[src/hw/rtl/mecs_pkg.sv]
// Shared types, constants and functions of the map exit code scrambler.
// Holds the generator step and the backup mixes; used by the byte unit and the top level.
package mecs_pkg;

  localparam int CodeBytes = 128;
  localparam int AddrW     = $clog2(CodeBytes);

  // Operation codes of a command word.
  typedef enum logic [1:0] {
    OP_LOAD = 2'd0,
    OP_EXIT = 2'd1,
    OP_READ = 2'd2,
    OP_NONE = 2'd3
  } op_e;

  // Round algorithms.
  typedef enum logic [2:0] {
    ALG_SHL_GEN = 3'd0,
    ALG_ADD_GEN = 3'd1,
    ALG_PAIR_L  = 3'd2,
    ALG_XOR_GEN = 3'd3,
    ALG_SUB_GEN = 3'd4,
    ALG_PAIR_R  = 3'd5,
    ALG_SHR_GEN = 3'd6,
    ALG_INVERT  = 3'd7
  } alg_e;

  // Control of the byte unit for one working byte.
  typedef struct packed {
    alg_e       alg;
    logic [7:0] gen;
    logic       carry;
    logic       odd;
  } alu_ctrl_t;

  localparam logic [7:0] GenK1   = 8'h89;
  localparam logic [7:0] GenK2   = 8'h2A;
  localparam logic [7:0] GenK3   = 8'h21;
  localparam logic [7:0] GenK4   = 8'h43;
  localparam logic [7:0] MapPre  = 8'h1B;
  localparam logic [7:0] MapOne  = 8'h06;
  localparam logic [7:0] MapTwo  = 8'h22;
  localparam logic [2:0] MixPre  = 3'd6;
  localparam logic [2:0] MixOne  = 3'd0;
  localparam logic [2:0] MixTwo  = 3'd4;

  // One generator step; state is {hi, lo}.
  function automatic logic [15:0] gen_step(input logic [15:0] g);
    logic [7:0] hi;
    logic [7:0] lo;
    logic [8:0] s;
    hi = g[15:8];
    lo = g[7:0] + hi;
    s  = {1'b0, hi} + {1'b0, GenK1};
    hi = s[7:0];
    s  = {1'b0, lo} + {1'b0, GenK2} + {8'd0, s[8]};
    lo = s[7:0];
    s  = {1'b0, hi} + {1'b0, GenK3} + {8'd0, s[8]};
    hi = s[7:0];
    s  = {1'b0, lo} + {1'b0, GenK4} + {8'd0, s[8]};
    lo = s[7:0];
    return {hi, lo};
  endfunction

  // Add chain from backup byte 3 down to byte 0.
  function automatic logic [31:0] chain_sum(input logic [31:0] b, input logic [7:0] start,
                                            input logic cin);
    logic [7:0] acc;
    logic       c;
    logic [8:0] s;
    logic [31:0] r;
    r   = b;
    acc = start;
    c   = cin;
    for (int i = 3; i >= 0; i--) begin
      s   = {1'b0, acc} + {1'b0, r[i*8 +: 8]} + {8'd0, c};
      c   = s[8];
      acc = s[7:0];
      r[i*8 +: 8] = acc;
    end
    return r;
  endfunction

  function automatic logic [31:0] mix_a(input logic [31:0] b, input logic [7:0] m);
    logic [8:0] t;
    logic [9:0] d;
    t = {1'b0, m ^ b[15:8]} + {1'b0, b[7:0]};
    d = {2'b0, t[7:0]} + 10'h100 - {2'b0, b[23:16]} - {9'd0, ~t[8]};
    return chain_sum(b, d[7:0], d[8]);
  endfunction

  function automatic logic [31:0] mix_rev(input logic [31:0] b, input logic [7:0] m);
    return {b[7:0] + m, b[15:8], b[23:16], b[31:24]};
  endfunction

  function automatic logic [31:0] mix_rot(input logic [31:0] b, input logic [7:0] m);
    logic [7:0] t;
    t = {m[6:0], 1'b0} ^ 8'hFF;
    t = t + b[7:0] - m;
    return {b[23:16], b[15:8], b[31:24], t};
  endfunction

  // One of the eight backup mixes.
  function automatic logic [31:0] backup_mix(input logic [31:0] b, input logic [2:0] n,
                                             input logic [7:0] m);
    logic [31:0] r;
    case (n)
      3'd0:    r = mix_a(b, m);
      3'd1:    r = chain_sum(b, m, 1'b1);
      3'd2:    r = mix_rev(b, m);
      3'd3:    r = chain_sum(mix_rev(b, m), m, 1'b1);
      3'd4:    r = mix_a(mix_rev(b, m), m);
      3'd5:    r = mix_rot(b, m);
      3'd6:    r = chain_sum(mix_rot(b, m), m, 1'b1);
      default: r = mix_a(mix_rot(b, m), m);
    endcase
    return r;
  endfunction

endpackage

[src/hw/rtl/mecs_ram.sv]
// Generic simple dual-port RAM with one write port and a registered read port.
// No dependencies.
module mecs_ram #(
  parameter int Depth = 128,
  parameter int Width = 8
) (
  input  logic                     clk_i,
  input  logic                     we_i,
  input  logic [$clog2(Depth)-1:0] waddr_i,
  input  logic [Width-1:0]         wdata_i,
  input  logic [$clog2(Depth)-1:0] raddr_i,
  output logic [Width-1:0]         rdata_o
);

  logic [Width-1:0] mem [Depth];

  // Write port.
  always_ff @(posedge clk_i) begin
    if (we_i) begin
      mem[waddr_i] <= wdata_i;
    end
  end

  // Registered read port.
  always_ff @(posedge clk_i) begin
    rdata_o <= mem[raddr_i];
  end

endmodule

[src/hw/rtl/mecs_byte_alu.sv]
// Byte unit: applies one round algorithm to one working byte.
// Depends on mecs_pkg.
module mecs_byte_alu (
  input  mecs_pkg::alu_ctrl_t ctrl_i,
  input  logic [7:0]          data_i,
  output logic [7:0]          data_o,
  output logic                carry_o
);
  import mecs_pkg::*;

  // Pair algorithms pass one bit from byte to byte in a carry register.
  always_comb begin
    data_o  = data_i;
    carry_o = ctrl_i.carry;
    case (ctrl_i.alg)
      ALG_SHL_GEN: data_o = {data_i[6:0], ctrl_i.gen[7]};
      ALG_ADD_GEN: data_o = data_i + ctrl_i.gen;
      ALG_PAIR_L: begin
        if (ctrl_i.odd) begin
          data_o  = {data_i[6:0], ctrl_i.carry};
          carry_o = data_i[7];
        end else begin
          data_o  = {ctrl_i.carry, data_i[7:1]};
          carry_o = data_i[0];
        end
      end
      ALG_XOR_GEN: data_o = data_i ^ ctrl_i.gen;
      ALG_SUB_GEN: data_o = data_i - ctrl_i.gen;
      ALG_PAIR_R: begin
        if (ctrl_i.odd) begin
          data_o  = {ctrl_i.carry, data_i[7:1]};
          carry_o = data_i[0];
        end else begin
          data_o  = {data_i[6:0], ctrl_i.carry};
          carry_o = data_i[7];
        end
      end
      ALG_SHR_GEN: data_o = {ctrl_i.gen[7], data_i[7:1]};
      default:     data_o = ~data_i;
    endcase
  end

endmodule

[src/hw/rtl/map_exit_code_scrambler_core.sv]
// Top level of the map exit code scrambler: sequencer, working code RAM, backup and generator.
// Depends on mecs_pkg, mecs_ram and mecs_byte_alu.
//
// A command word is taken when start_i is high and busy_o is low. op_i selects a load of
// start_value_i, a map exit for map_id_i, or a read of working byte byte_index_i.
// Each command gives one result word: result_valid_o is high for one cycle with data_byte_o
// (the byte read, zero otherwise) and backup_word_o (the backup after the command).
// The receiver cannot stall; results appear once and must be taken in that cycle.
// A load writes the working code one code byte per cycle. A map exit runs a pass of 16
// rounds, and for map 0x22 a second pass after one more backup mix. The pace is set by the
// single read port of the working code RAM: each round reads its selector byte, then
// sweeps all 128 bytes read-modify-write, one per cycle.
// Commands are taken one at a time; busy_o is high while a command is in work.
// Reset clears the backup, the generator and the sequencer; the working code is undefined
// until the first load.
module map_exit_code_scrambler_core (
  input  logic                        clk_i,
  input  logic                        rst_ni,
  input  logic                        start_i,
  output logic                        busy_o,
  input  logic [1:0]                  op_i,
  input  logic [63:0]                 start_value_i,
  input  logic [7:0]                  map_id_i,
  input  logic [mecs_pkg::AddrW-1:0]  byte_index_i,
  output logic                        result_valid_o,
  output logic [7:0]                  data_byte_o,
  output logic [31:0]                 backup_word_o
);
  import mecs_pkg::*;

  typedef enum logic [10:0] {
    ST_IDLE  = 11'b00000000001,
    ST_LOAD  = 11'b00000000010,
    ST_READ  = 11'b00000000100,
    ST_MIXP  = 11'b00000001000,
    ST_MIXM  = 11'b00000010000,
    ST_SEL   = 11'b00000100000,
    ST_SELW  = 11'b00001000000,
    ST_SWEEP = 11'b00010000000,
    ST_DRAIN = 11'b00100000000,
    ST_MIX2  = 11'b01000000000,
    ST_DONE  = 11'b10000000000
  } state_e;

  state_e           state_q, state_d;
  logic [31:0]      backup_q, backup_d;
  logic [15:0]      gen_q, gen_d;
  logic [63:0]      win_q, win_d;
  logic [7:0]       map_q, map_d;
  logic [AddrW-1:0] cnt_q, cnt_d;
  logic [3:0]       round_q, round_d;
  logic             pass_q, pass_d;
  alg_e             alg_q, alg_d;
  logic             carry_q, carry_d;
  logic             pv_q, pv_d;
  logic [AddrW-1:0] paddr_q, paddr_d;
  logic             res_valid_q, res_valid_d;
  logic [7:0]       res_data_q, res_data_d;
  logic [31:0]      res_backup_q, res_backup_d;

  logic             accept;
  logic             ram_we;
  logic [AddrW-1:0] ram_waddr, ram_raddr, sweep_addr;
  logic [7:0]       ram_wdata, ram_rdata;
  logic [15:0]      gen_nx;
  logic [7:0]       gen_byte;
  logic [7:0]       sel_byte;
  logic [1:0]       bk_idx;
  logic [2:0]       main_mix;
  alu_ctrl_t        alu_ctrl;
  logic [7:0]       alu_data;
  logic             alu_carry;
  logic             uses_gen;

  assign accept   = start_i && !busy_o;
  assign busy_o   = (state_q != ST_IDLE);
  assign gen_nx   = gen_step(gen_q);
  assign gen_byte = gen_nx[15:8] ^ gen_nx[7:0];

  // Sweep goes down the code, except for the right shift, which goes up.
  assign sweep_addr = (alg_q == ALG_SHR_GEN) ? cnt_q : ~cnt_q;
  assign uses_gen   = (alg_q != ALG_PAIR_L) && (alg_q != ALG_PAIR_R) && (alg_q != ALG_INVERT);

  // Selector bit of round r is bit 15 - r of backup bytes 3..2.
  assign sel_byte = backup_q[16 + {1'b0, ~round_q}] ? {4'd0, ram_rdata[7:4]} : ram_rdata;

  assign bk_idx   = map_q[5:4];
  assign main_mix = (map_q == MapOne) ? MixOne : backup_q[{bk_idx, 3'd2} +: 3];

  // Byte unit on the word coming back from the RAM.
  always_comb begin
    alu_ctrl.alg   = alg_q;
    alu_ctrl.gen   = gen_byte;
    alu_ctrl.carry = carry_q;
    alu_ctrl.odd   = paddr_q[0];
  end

  mecs_byte_alu u_alu (
    .ctrl_i  (alu_ctrl),
    .data_i  (ram_rdata),
    .data_o  (alu_data),
    .carry_o (alu_carry)
  );

  mecs_ram #(
    .Depth (CodeBytes),
    .Width (8)
  ) u_ram (
    .clk_i   (clk_i),
    .we_i    (ram_we),
    .waddr_i (ram_waddr),
    .wdata_i (ram_wdata),
    .raddr_i (ram_raddr),
    .rdata_o (ram_rdata)
  );

  // RAM port selection.
  always_comb begin
    ram_we    = 1'b0;
    ram_waddr = paddr_q;
    ram_wdata = alu_data;
    ram_raddr = byte_index_i;
    if (state_q == ST_LOAD) begin
      ram_we    = 1'b1;
      ram_waddr = cnt_q;
      ram_wdata = (cnt_q < AddrW'(8)) ? win_q[{cnt_q[2:0], 3'd0} +: 8] : win_q[7:0] + gen_byte;
    end else if (pv_q) begin
      ram_we = 1'b1;
    end
    if (state_q == ST_SEL) begin
      ram_raddr = AddrW'(round_q);
    end else if (state_q == ST_SWEEP) begin
      ram_raddr = sweep_addr;
    end
  end

  // Sequencer.
  always_comb begin
    state_d      = state_q;
    backup_d     = backup_q;
    gen_d        = gen_q;
    win_d        = win_q;
    map_d        = map_q;
    cnt_d        = cnt_q;
    round_d      = round_q;
    pass_d       = pass_q;
    alg_d        = alg_q;
    carry_d      = carry_q;
    pv_d         = 1'b0;
    paddr_d      = paddr_q;
    res_valid_d  = 1'b0;
    res_data_d   = res_data_q;
    res_backup_d = res_backup_q;

    // Write-back of the swept word.
    if (pv_q) begin
      carry_d = alu_carry;
      if (uses_gen) begin
        gen_d = gen_nx;
      end
    end

    case (state_q)
      ST_IDLE: begin
        if (accept) begin
          case (op_i)
            OP_LOAD: begin
              win_d    = start_value_i;
              gen_d    = {start_value_i[7:0], start_value_i[15:8]};
              backup_d = start_value_i[31:0];
              cnt_d    = '0;
              state_d  = ST_LOAD;
            end
            OP_EXIT: begin
              map_d   = map_id_i;
              pass_d  = 1'b0;
              state_d = ST_MIXP;
            end
            OP_READ: state_d = ST_READ;
            default: begin
              res_valid_d  = 1'b1;
              res_data_d   = '0;
              res_backup_d = backup_q;
            end
          endcase
        end
      end
      ST_LOAD: begin
        if (cnt_q >= AddrW'(8)) begin
          gen_d = gen_nx;
          win_d = {win_q[7:0] + gen_byte, win_q[63:8]};
        end
        cnt_d = cnt_q + 1'b1;
        if (cnt_q == AddrW'(CodeBytes - 1)) begin
          state_d = ST_DONE;
        end
      end
      ST_READ: begin
        res_valid_d  = 1'b1;
        res_data_d   = ram_rdata;
        res_backup_d = backup_q;
        state_d      = ST_IDLE;
      end
      ST_MIXP: begin
        if (map_q == MapPre) begin
          backup_d = backup_mix(backup_q, MixPre, map_q);
        end
        state_d = ST_MIXM;
      end
      ST_MIXM: begin
        backup_d = backup_mix(backup_q, main_mix, map_q);
        round_d  = '0;
        state_d  = ST_SEL;
      end
      ST_SEL: begin
        if (round_q == 4'd0) begin
          gen_d = {backup_q[7:0], backup_q[15:8]};
        end
        state_d = ST_SELW;
      end
      ST_SELW: begin
        alg_d = alg_e'(sel_byte[3:1]);
        if (sel_byte[3:1] == ALG_PAIR_L || sel_byte[3:1] == ALG_PAIR_R) begin
          gen_d   = gen_nx;
          carry_d = gen_byte[7];
        end
        cnt_d   = '0;
        state_d = ST_SWEEP;
      end
      ST_SWEEP: begin
        pv_d    = 1'b1;
        paddr_d = sweep_addr;
        cnt_d   = cnt_q + 1'b1;
        if (cnt_q == AddrW'(CodeBytes - 1)) begin
          state_d = ST_DRAIN;
        end
      end
      ST_DRAIN: begin
        round_d = round_q + 1'b1;
        if (round_q != 4'd15) begin
          state_d = ST_SEL;
        end else if (!pass_q && map_q == MapTwo) begin
          state_d = ST_MIX2;
        end else begin
          state_d = ST_DONE;
        end
      end
      ST_MIX2: begin
        backup_d = backup_mix(backup_q, MixTwo, map_q);
        pass_d   = 1'b1;
        round_d  = '0;
        state_d  = ST_SEL;
      end
      ST_DONE: begin
        res_valid_d  = 1'b1;
        res_data_d   = '0;
        res_backup_d = backup_q;
        state_d      = ST_IDLE;
      end
      default: state_d = ST_IDLE;
    endcase
  end

  // Control registers.
  always_ff @(posedge clk_i or negedge rst_ni) begin
    if (!rst_ni) begin
      state_q     <= ST_IDLE;
      backup_q    <= '0;
      gen_q       <= '0;
      pv_q        <= 1'b0;
      res_valid_q <= 1'b0;
    end else begin
      state_q     <= state_d;
      backup_q    <= backup_d;
      gen_q       <= gen_d;
      pv_q        <= pv_d;
      res_valid_q <= res_valid_d;
    end
  end

  // Payload registers.
  always_ff @(posedge clk_i) begin
    win_q        <= win_d;
    map_q        <= map_d;
    cnt_q        <= cnt_d;
    round_q      <= round_d;
    pass_q       <= pass_d;
    alg_q        <= alg_d;
    carry_q      <= carry_d;
    paddr_q      <= paddr_d;
    res_data_q   <= res_data_d;
    res_backup_q <= res_backup_d;
  end

  assign result_valid_o = res_valid_q;
  assign data_byte_o    = res_data_q;
  assign backup_word_o  = res_backup_q;

`ifndef NO_ASSERTIONS
  // A result word only leaves once the sequencer is back at rest.
  a_result_idle: assert property (@(posedge clk_i) disable iff (!rst_ni)
    result_valid_o |-> !busy_o)
    else $error("result word while busy");

  // The RAM is never written while the block is at rest.
  a_no_idle_write: assert property (@(posedge clk_i) disable iff (!rst_ni)
    ram_we |-> (state_q != ST_IDLE))
    else $error("RAM write while idle");

  // An accepted command either answers at once or keeps the block busy.
  a_accept_progress: assert property (@(posedge clk_i) disable iff (!rst_ni)
    accept |=> (busy_o || result_valid_o))
    else $error("accepted command lost");
`endif

endmodule
[config.mk]
export PLATFORM = sky130hd
export DESIGN_NAME = map_exit_code_scrambler_core
export DESIGN_NICKNAME = d
export VERILOG_FILES = /design/src/hw/rtl/mecs_pkg.sv /design/src/hw/rtl/mecs_ram.sv /design/src/hw/rtl/mecs_byte_alu.sv /design/src/hw/rtl/map_exit_code_scrambler_core.sv
export SDC_FILE = /design/constraint.sdc
export NUM_CORES = 2
export LEC_CHECK = 0
export BUFFER_PORTS_ARGS = -buffer_cell sky130_fd_sc_hd__clkbuf_2
export CORE_MARGIN = 5
export CORE_UTILIZATION = 35
export DETAILED_ROUTE_END_ITERATION = 7
export PLACE_DENSITY = 0.5
export SLEW_MARGIN = 20
export SYNTH_ARGS = -nofsm -noshare
export SYNTH_HDL_FRONTEND = slang
export SYNTH_SLANG_ARGS = --single-unit
[constraint.sdc]
create_clock -name clk_i -period 13.6 [get_ports clk_i]
set_input_delay 0 -clock clk_i [delete_from_list [all_inputs] [get_ports clk_i]]
set_output_delay 0 -clock clk_i [all_outputs]
set_load 0.05 [all_outputs]
; Word-level counts from Yosys, hierarchy flattened
; Memories as Yosys holds them, arrays and structs flattened. A register that Yosys moved wholly into a read port is not among the register bits.
; Index checks and enable logic that the tools add are counted.
[op_classes]
n_addsub = 77
n_reduce_logical = 30
shift = 2
order_cmp = 3
n_eq_ne = 45
n_mux = 64
bitwise_logic = 12
[ops]
columns = op, count
row1 = case mux 32 bit (7 select lines), 1
row2 = two-way mux 64 bit, 3
row3 = adder 8 x 8 -> 9 bit, 21
row4 = two-way mux 32 bit, 5
row5 = adder 9 x 1 -> 9 bit, 17
row6 = case mux 32 bit (4 select lines), 1
row7 = case mux 64 bit (2 select lines), 1
row8 = two-way mux 16 bit, 7
row9 = adder 8 bit, 11
row10 = case mux 11 bit (8 select lines), 1
row11 = case mux 16 bit (4 select lines), 1
row12 = case mux 32 bit (2 select lines), 1
row13 = variable part select 64 x 7 -> 8 bit, 1
row14 = adder 8 x 1 -> 8 bit, 7
row15 = case mux 8 bit (7 select lines), 1
row16 = two-way mux 11 bit, 5
row17 = two-way mux 8 bit, 6
row18 = two-way mux 7 bit, 6
row19 = XOR 8 bit, 5
row20 = case mux 11 bit (3 select lines), 1
row21 = variable part select 32 x 6 -> 3 bit, 1
row22 = "adder 8 x 9 -> 9 bit, second input constant", 3
row23 = "adder 9 x 1 -> 9 bit, second input constant", 3
row24 = subtractor 9 x 1 -> 9 bit, 3
row25 = 63 further kinds, 121
[totals]
memories = 1
wordCells = 249
ramBits = 1024
out_inout_bits = 42
regBits = 196
[memory_table]
columns = name, depth, width, rd, rd_ports_with_merged_regs, wr, line
row1 = u_ram.mem, 128, 8, 1, 1, 1, mecs_ram.sv:15  ; logic [Width-1:0] mem [Depth];

; Depth between registers and ports, before layout
[depth]
ltp_word = 17
ltp_mapped = 66

; Hierarchy
; A second synthesis with hierarchy kept.
[unflattened]
cells_unflattened = 4246
hier_area_um2 = 63400.8
[by_module_without_submodules]
columns = mod, cells_each, instances, seq_area_each_um2, area_per_inst_um2
row1 = mecs_ram, 1635, 1, 30909.6, 39665.5
row2 = map_exit_code_scrambler_core, 2425, 1, 5571.6, 22530.4
row3 = mecs_byte_alu, 186, 1, 0.0, 1204.9

; Least setup slack after synthesis
; Ideal clock, no wire load.
[synth_timing]
path_kind = register -> register
start = register gen_q[9]
end = memory u_ram.mem[0][6], data pin
arrival_time_ps = 11189
path_buffers = 1
stages_incl_launch_ff = 37
setup_time_ps = 1196
setup_slack_ps = 1214
required_time_ps = 12404
path_cell_list = dfrtp_1 > ha_1 > a21oi_1 > nor2_1 > a21o_1 > ha_1 > inv_1 > ha_1 > clkbuf_1 > o32a_1 > a311oi_1 > o21ai_0 > or2_2 > ha_1 > inv_1 > ha_1 > nor3b_1 > nand3_1 > nand3_1 > nand2_1 > ha_1 > ha_1 > xnor2_1 > inv_1 > ha_1 > mux2i_1 > fa_1 > nand2_1 > nand2_1 > a21o_1 > a21o_1 > a21oi_1 > xnor2_1 > a21oi_1 > a21oi_1 > o21ai_0 > o21ai_0
[synth_between]
elab_chain_len = 9
word_cells_on_any_way = 16
cone_classes = add/sub: 11 / mux: 3 / bitwise: 2
[synth_rtl]
columns = item, line
row1 = from (decl), map_exit_code_scrambler_core.sv:47  ; logic [15:0] gen_q, gen_d;
row2 = from (signal assigned), map_exit_code_scrambler_core.sv:275  ; gen_q <= gen_d;
row3 = adder 8 bit, mecs_pkg.sv:53  ; lo = g[7:0] + hi;
row4 = adder 8 x 6 -> 9 bit, mecs_pkg.sv:56  ; s = {1'b0, lo} + {1'b0, GenK2} + {8'd0, s[8]};
row5 = adder 9 x 1 -> 9 bit, mecs_pkg.sv:56
row6 = adder 9 x 1 -> 9 bit or adder 8 x 7 -> 8 bit (tied branches), "mecs_pkg.sv:58, mecs_pkg.sv:60"
row7 = adder 8 x 1 -> 8 bit, mecs_pkg.sv:60  ; s = {1'b0, lo} + {1'b0, GenK4} + {8'd0, s[8]};
row8 = XOR 8 bit *, map_exit_code_scrambler_core.sv:78  ; assign gen_byte = gen_nx[15:8] ^ gen_nx[7:0];
row9 = subtractor 8 bit (tied with other cells), mecs_byte_alu.sv:28  ; ALG_SUB_GEN: data_o = data_i - ctrl_i.gen;
row10 = case mux 8 bit (7 select lines) or two-way mux 8 bit (tied branches), "mecs_byte_alu.sv:15, map_exit_code_scrambler_core.sv:126"
row11 = two-way mux 8 bit *, map_exit_code_scrambler_core.sv:123  ; if (state_q == ST_LOAD) begin
row12 = net ram_wdata[6], map_exit_code_scrambler_core.sv:64  ; logic [7:0] ram_wdata, ram_rdata;
row13 = to (decl), mecs_ram.sv:15
; The timed path passes the listed nets; every way through them passes the cells marked *.

; Final worst setup path
[layout_timing]
start = register map_q[0]
end = register backup_q[4]
[layout_between]
elab_chain_len = 17
word_cells_on_any_way = 85
cone_classes = add/sub: 63 / eq/ne: 9 / mux: 4 / bitwise: 7 / reduce/logical: 2
[layout_rtl]
columns = item, line
row1 = from (decl), map_exit_code_scrambler_core.sv:49  ; logic [7:0] map_q, map_d;
row2 = from (signal assigned), map_exit_code_scrambler_core.sv:284  ; map_q <= map_d;
row3 = NOT 8 bit (no source line), --
row4 = adder 8 bit, --
row5 = subtractor 8 bit, --
row6 = adder 8 x 8 -> 9 bit, --
row7 = adder 8 x 9 -> 9 bit, --
row8 = subtractor 9 x 8 -> 9 bit, --
row9 = subtractor 9 x 1 -> 9 bit, --
row10 = adder 8 x 8 -> 9 bit, --
row11 = adder 9 x 1 -> 9 bit, --
row12 = adder 8 x 8 -> 9 bit, --
row13 = adder 9 x 1 -> 9 bit, --
row14 = adder 8 x 8 -> 9 bit, --
row15 = adder 9 x 1 -> 9 bit, --
row16 = adder 8 bit, --
row17 = adder 8 x 1 -> 8 bit, --
row18 = case mux 32 bit (7 select lines), mecs_pkg.sv:107  ; case (n)
row19 = case mux 32 bit (4 select lines), map_exit_code_scrambler_core.sv:163  ; case (state_q)
row20 = to (signal assigned), map_exit_code_scrambler_core.sv:274  ; backup_q <= backup_d;
row21 = to (decl), map_exit_code_scrambler_core.sv:46  ; logic [31:0] backup_q, backup_d;
; Parallel ways exist; a longest one is shown, timed or not. The select of a mux whose other input is x is not followed.
; A chain may end at the register's enable or synchronous reset.

==> impl_metrics.py <==
metrics = {
    "outcome": {
        "status": "finished, final reports clean",
    },
    "clock_network": {
        "clk-insertion-delay-late_ps": 780,
        "clock_sinks": 1228,
        "ctsHtreeMaxLevel": 4,
        "cts.path.max_buffers": 3,
        "clk_pin_slew_ps": 60,
        "cts_tree": "yes",
        "cts_buffers": 135,
        "cts-root-buf": "clkbuf_16",
    },
    "critical_path": {
        "path_depth": 59,
        "crit_start": "map_q[0]",
        "crit_fanout": 6,
        "startpoint_type": "register",
        "critPathCaptureType": "register",
        "worst_ep_required_time_ps": 14290,
        "reg2reg_to": "backup_q[4]",
        "ff2ff_setup_slack_ps": 1080,
        "cp.arrival_ps": 13210,
        "critical_path_class": "register to register",
        "reg2reg_depth": 59,
        "critPathMaxStageDelay_ps": 510,
        "reg2reg_from": "map_q[0]",
        "crit_path_frequent_cell": "fa_1",
        "critical-path-slowest-cell": "edfxtp_1",
        "path_buf_inv": 3,
        "crit_end": "backup_q[4]",
        "path_delay_family": "compound AO/OA/AOI/OAI gates",
    },
    "place": {
        "portBuffers": 125,
        "hpwl_um": 155000,
        "gp_congestion": 1.01,
    },
    "floorplan": {
        "die-area_um2": 191000,
        "die-height_um": 437,
        "io_pins": 126,
        "die_w_um": 437,
        "start_util": 0.352,
        "core_um2": 181000,
        "num_rows": 156,
    },
    "logic_synthesis": {
        "syn-num-nets": 5857,
        "synth-main-ff-cell": "edfxtp_1",
        "yosysUniqueCellTypes": 89,
        "yosysWarnings": 0,
        "synth_edf_count": 1158,
        "async_reset_ff_frac": 0.0497,
        "syn_inst": 5427,
        "synth-seq-cells": 1228,
        "syn_area_per_cell_um2": 11.8,
        "synth_area_um2": 63800,
        "synth-seq-area-share": 0.571,
    },
    "global_route": {
        "grt_max_degree": 178,
        "top_usage_layer": "met2",
        "grtUsageMet2": 0.369,
        "groute.layer.met3.usage": 0.0366,
        "globalRouteTotalUtil": 0.233,
        "antenna_found_initial": 5,
        "grt_pass1_wl_um": 326000,
        "overflow": 0,
        "grt_pass1_vias": 44600,
        "use_met1": 0.318,
    },
    "detailed_routing": {
        "wire_per_inst_um": 27.9,
        "via_per_inst": 5.58,
        "post-route-drc-count": 0,
        "wirelength_um": 227000,
        "vias": 45400,
        "drtPass1Iterations": 8,
        "drt_iter0_drc": 4627,
        "antenna_left": 0,
    },
    "layout": {
        "multi_input_area_um2": 25800,
        "syn_to_final_growth_pct": 14.5,
        "n_fill_cell": 17200,
        "layout-drive-gt1-share": 0.114,
        "nets": 6085,
        "seqCellArea_um2": 36500,
        "final_cell_mix": "edfxtp_1 (1158), nand2_1 (1001), a21oi_1 (371)",
        "layout.cells.most_common": "edfxtp_1",
    },
    "sta": {
        "timing.fmax_mhz": 79.9,
        "worst_pin_slew_ps": 1220,
        "tns_ps": 0,
        "period_needed_ps": 12520,
        "fin_crit_sh": 0.920,
        "slew_viol_final": 0,
        "setup_violations": 0,
        "skew_ps": 30.6,
        "rsz0062_at_grt": "no",
        "slew_headroom": 0.178,
        "hold_viol": 0,
    },
    "hold_path": {
        "hold_path_class": "primary input to register",
    },
    "job": {
        "cap_violations": 0,
    },
}
-- sequential cells by signal (all words and copies together), names as in the netlist, 3 cells and up --
register	flops
backup_word_o	32
alg_q	3
backup_q	32
map_q	8
u_ram.rdata_o	8
state_q	11
round_q	4
gen_q	16
u_ram.mem	1024
cnt_q	7
paddr_q	7
win_q	64
data_byte_o	8
-- stage by stage --
step | hold WS, ps | setup WS (ps) | util | std cells | cell area [um^2]
4_1_cts | 0.112 | 956 | 0.403 | 8125 | 73000
3_3_place_gp | -48.2 | 1060 | 0.373 | 7788 | 67600
6_report | 46.5 | 1080 | 0.404 | 8132 | 73100
5_1_grt | 32.9 | 2.49 | 0.404 | 8129 | 73100
2_1_floorplan | -296 | 1210 | - | 5427 | 63800
3_5_place_dp | -42.1 | 1010 | 0.373 | 7788 | 67600
-- cell type report --
type | instances | area share
well taps | 2370 | 0.0406
diodes | 3 | 0.000103
inverters | 202 | 0.0104
repair buffers | 346 | 0.0351
flip-flops and latches | 1228 | 0.499
multi-input cells | 3742 | 0.353
clock buffers | 173 | 0.0499
clock inverters | 68 | 0.0116
-- worst min-delay path by stage --
stage                    to         startpoint  slack, ps  depth (start not counted)
6_report           map_q[2]        map_id_i[2]         50                          2
5_1_grt            map_q[3]        map_id_i[3]         30                          2
4_1_cts           win_q[54]  start_value_i[54]        0.1                          4
3_5_place_dp   backup_q[27]             rst_ni        -40                          1
3_3_place_gp   backup_q[27]             rst_ni        -50                          1
2_1_floorplan   backup_q[0]             rst_ni       -300                          0
-- per-layer routing --
| layer | part of all wire | vias to the layer above |
|---|---|---|
| met3 | 0.064 | 429 |
| li1 | - | 20400 |
| met2 | 0.46 | 1809 |
| met1 | 0.43 | 22700 |
| met5 | 0.00011 | - |
| met4 | 0.048 | 4 |
-- logic make-up after synthesis --
| logic type | synth area share |
|---|---|
| AND/OR/NAND/NOR | 0.127 |
| AO/OA/AOI/OAI | 0.104 |
| XOR/XNOR | 0.0369 |
| multiplexers | 0.0565 |
| adder cells (fa/ha/maj) | 0.0758 |
| flip-flops | 0.571 |
| buffers and inverters | 0.0285 |
-- Yosys cell counts, types with 30 or more instances --
library cell / n / area share
nor2b_1: 39 / 0.0038
mux4_2: 136 / 0.048
ha_1: 282 / 0.055
a2111oi_0: 53 / 0.0073
o21ai_0: 195 / 0.015
edfxtp_1: 1158 / 0.54
nand2b_1: 44 / 0.0043
xor2_1: 93 / 0.013
o21bai_1: 53 / 0.0062
a21oi_1: 377 / 0.030
inv_1: 198 / 0.012
nand3_1: 288 / 0.023
nor2_1: 341 / 0.020
xnor2_1: 176 / 0.024
buf_2: 50 / 0.0039
fa_1: 64 / 0.020
mux2i_1: 44 / 0.0069
nor3_1: 34 / 0.0027
a22oi_1: 30 / 0.0035
nand2_1: 1001 / 0.059
o21ai_1: 30 / 0.0024
dfrtp_1: 60 / 0.024
a21o_1: 65 / 0.0076
clkbuf_1: 177 / 0.010
-- what timing repair did --
| action | 4_1_cts | 5_1_grt |
|---|---|---|
| resized for setup | 0 | 3 |
| endpoints found under the hold margin | 184 | 0 |
| endpoints found under the setup margin | 0 | 2 |
| buffers inserted | 0 | 4 |
| hold buffers | 96 | 0 |
Power is left out: the tool's default activity adds up to more than one toggle a clock period on the data nets, which glitch-free logic cannot reach.
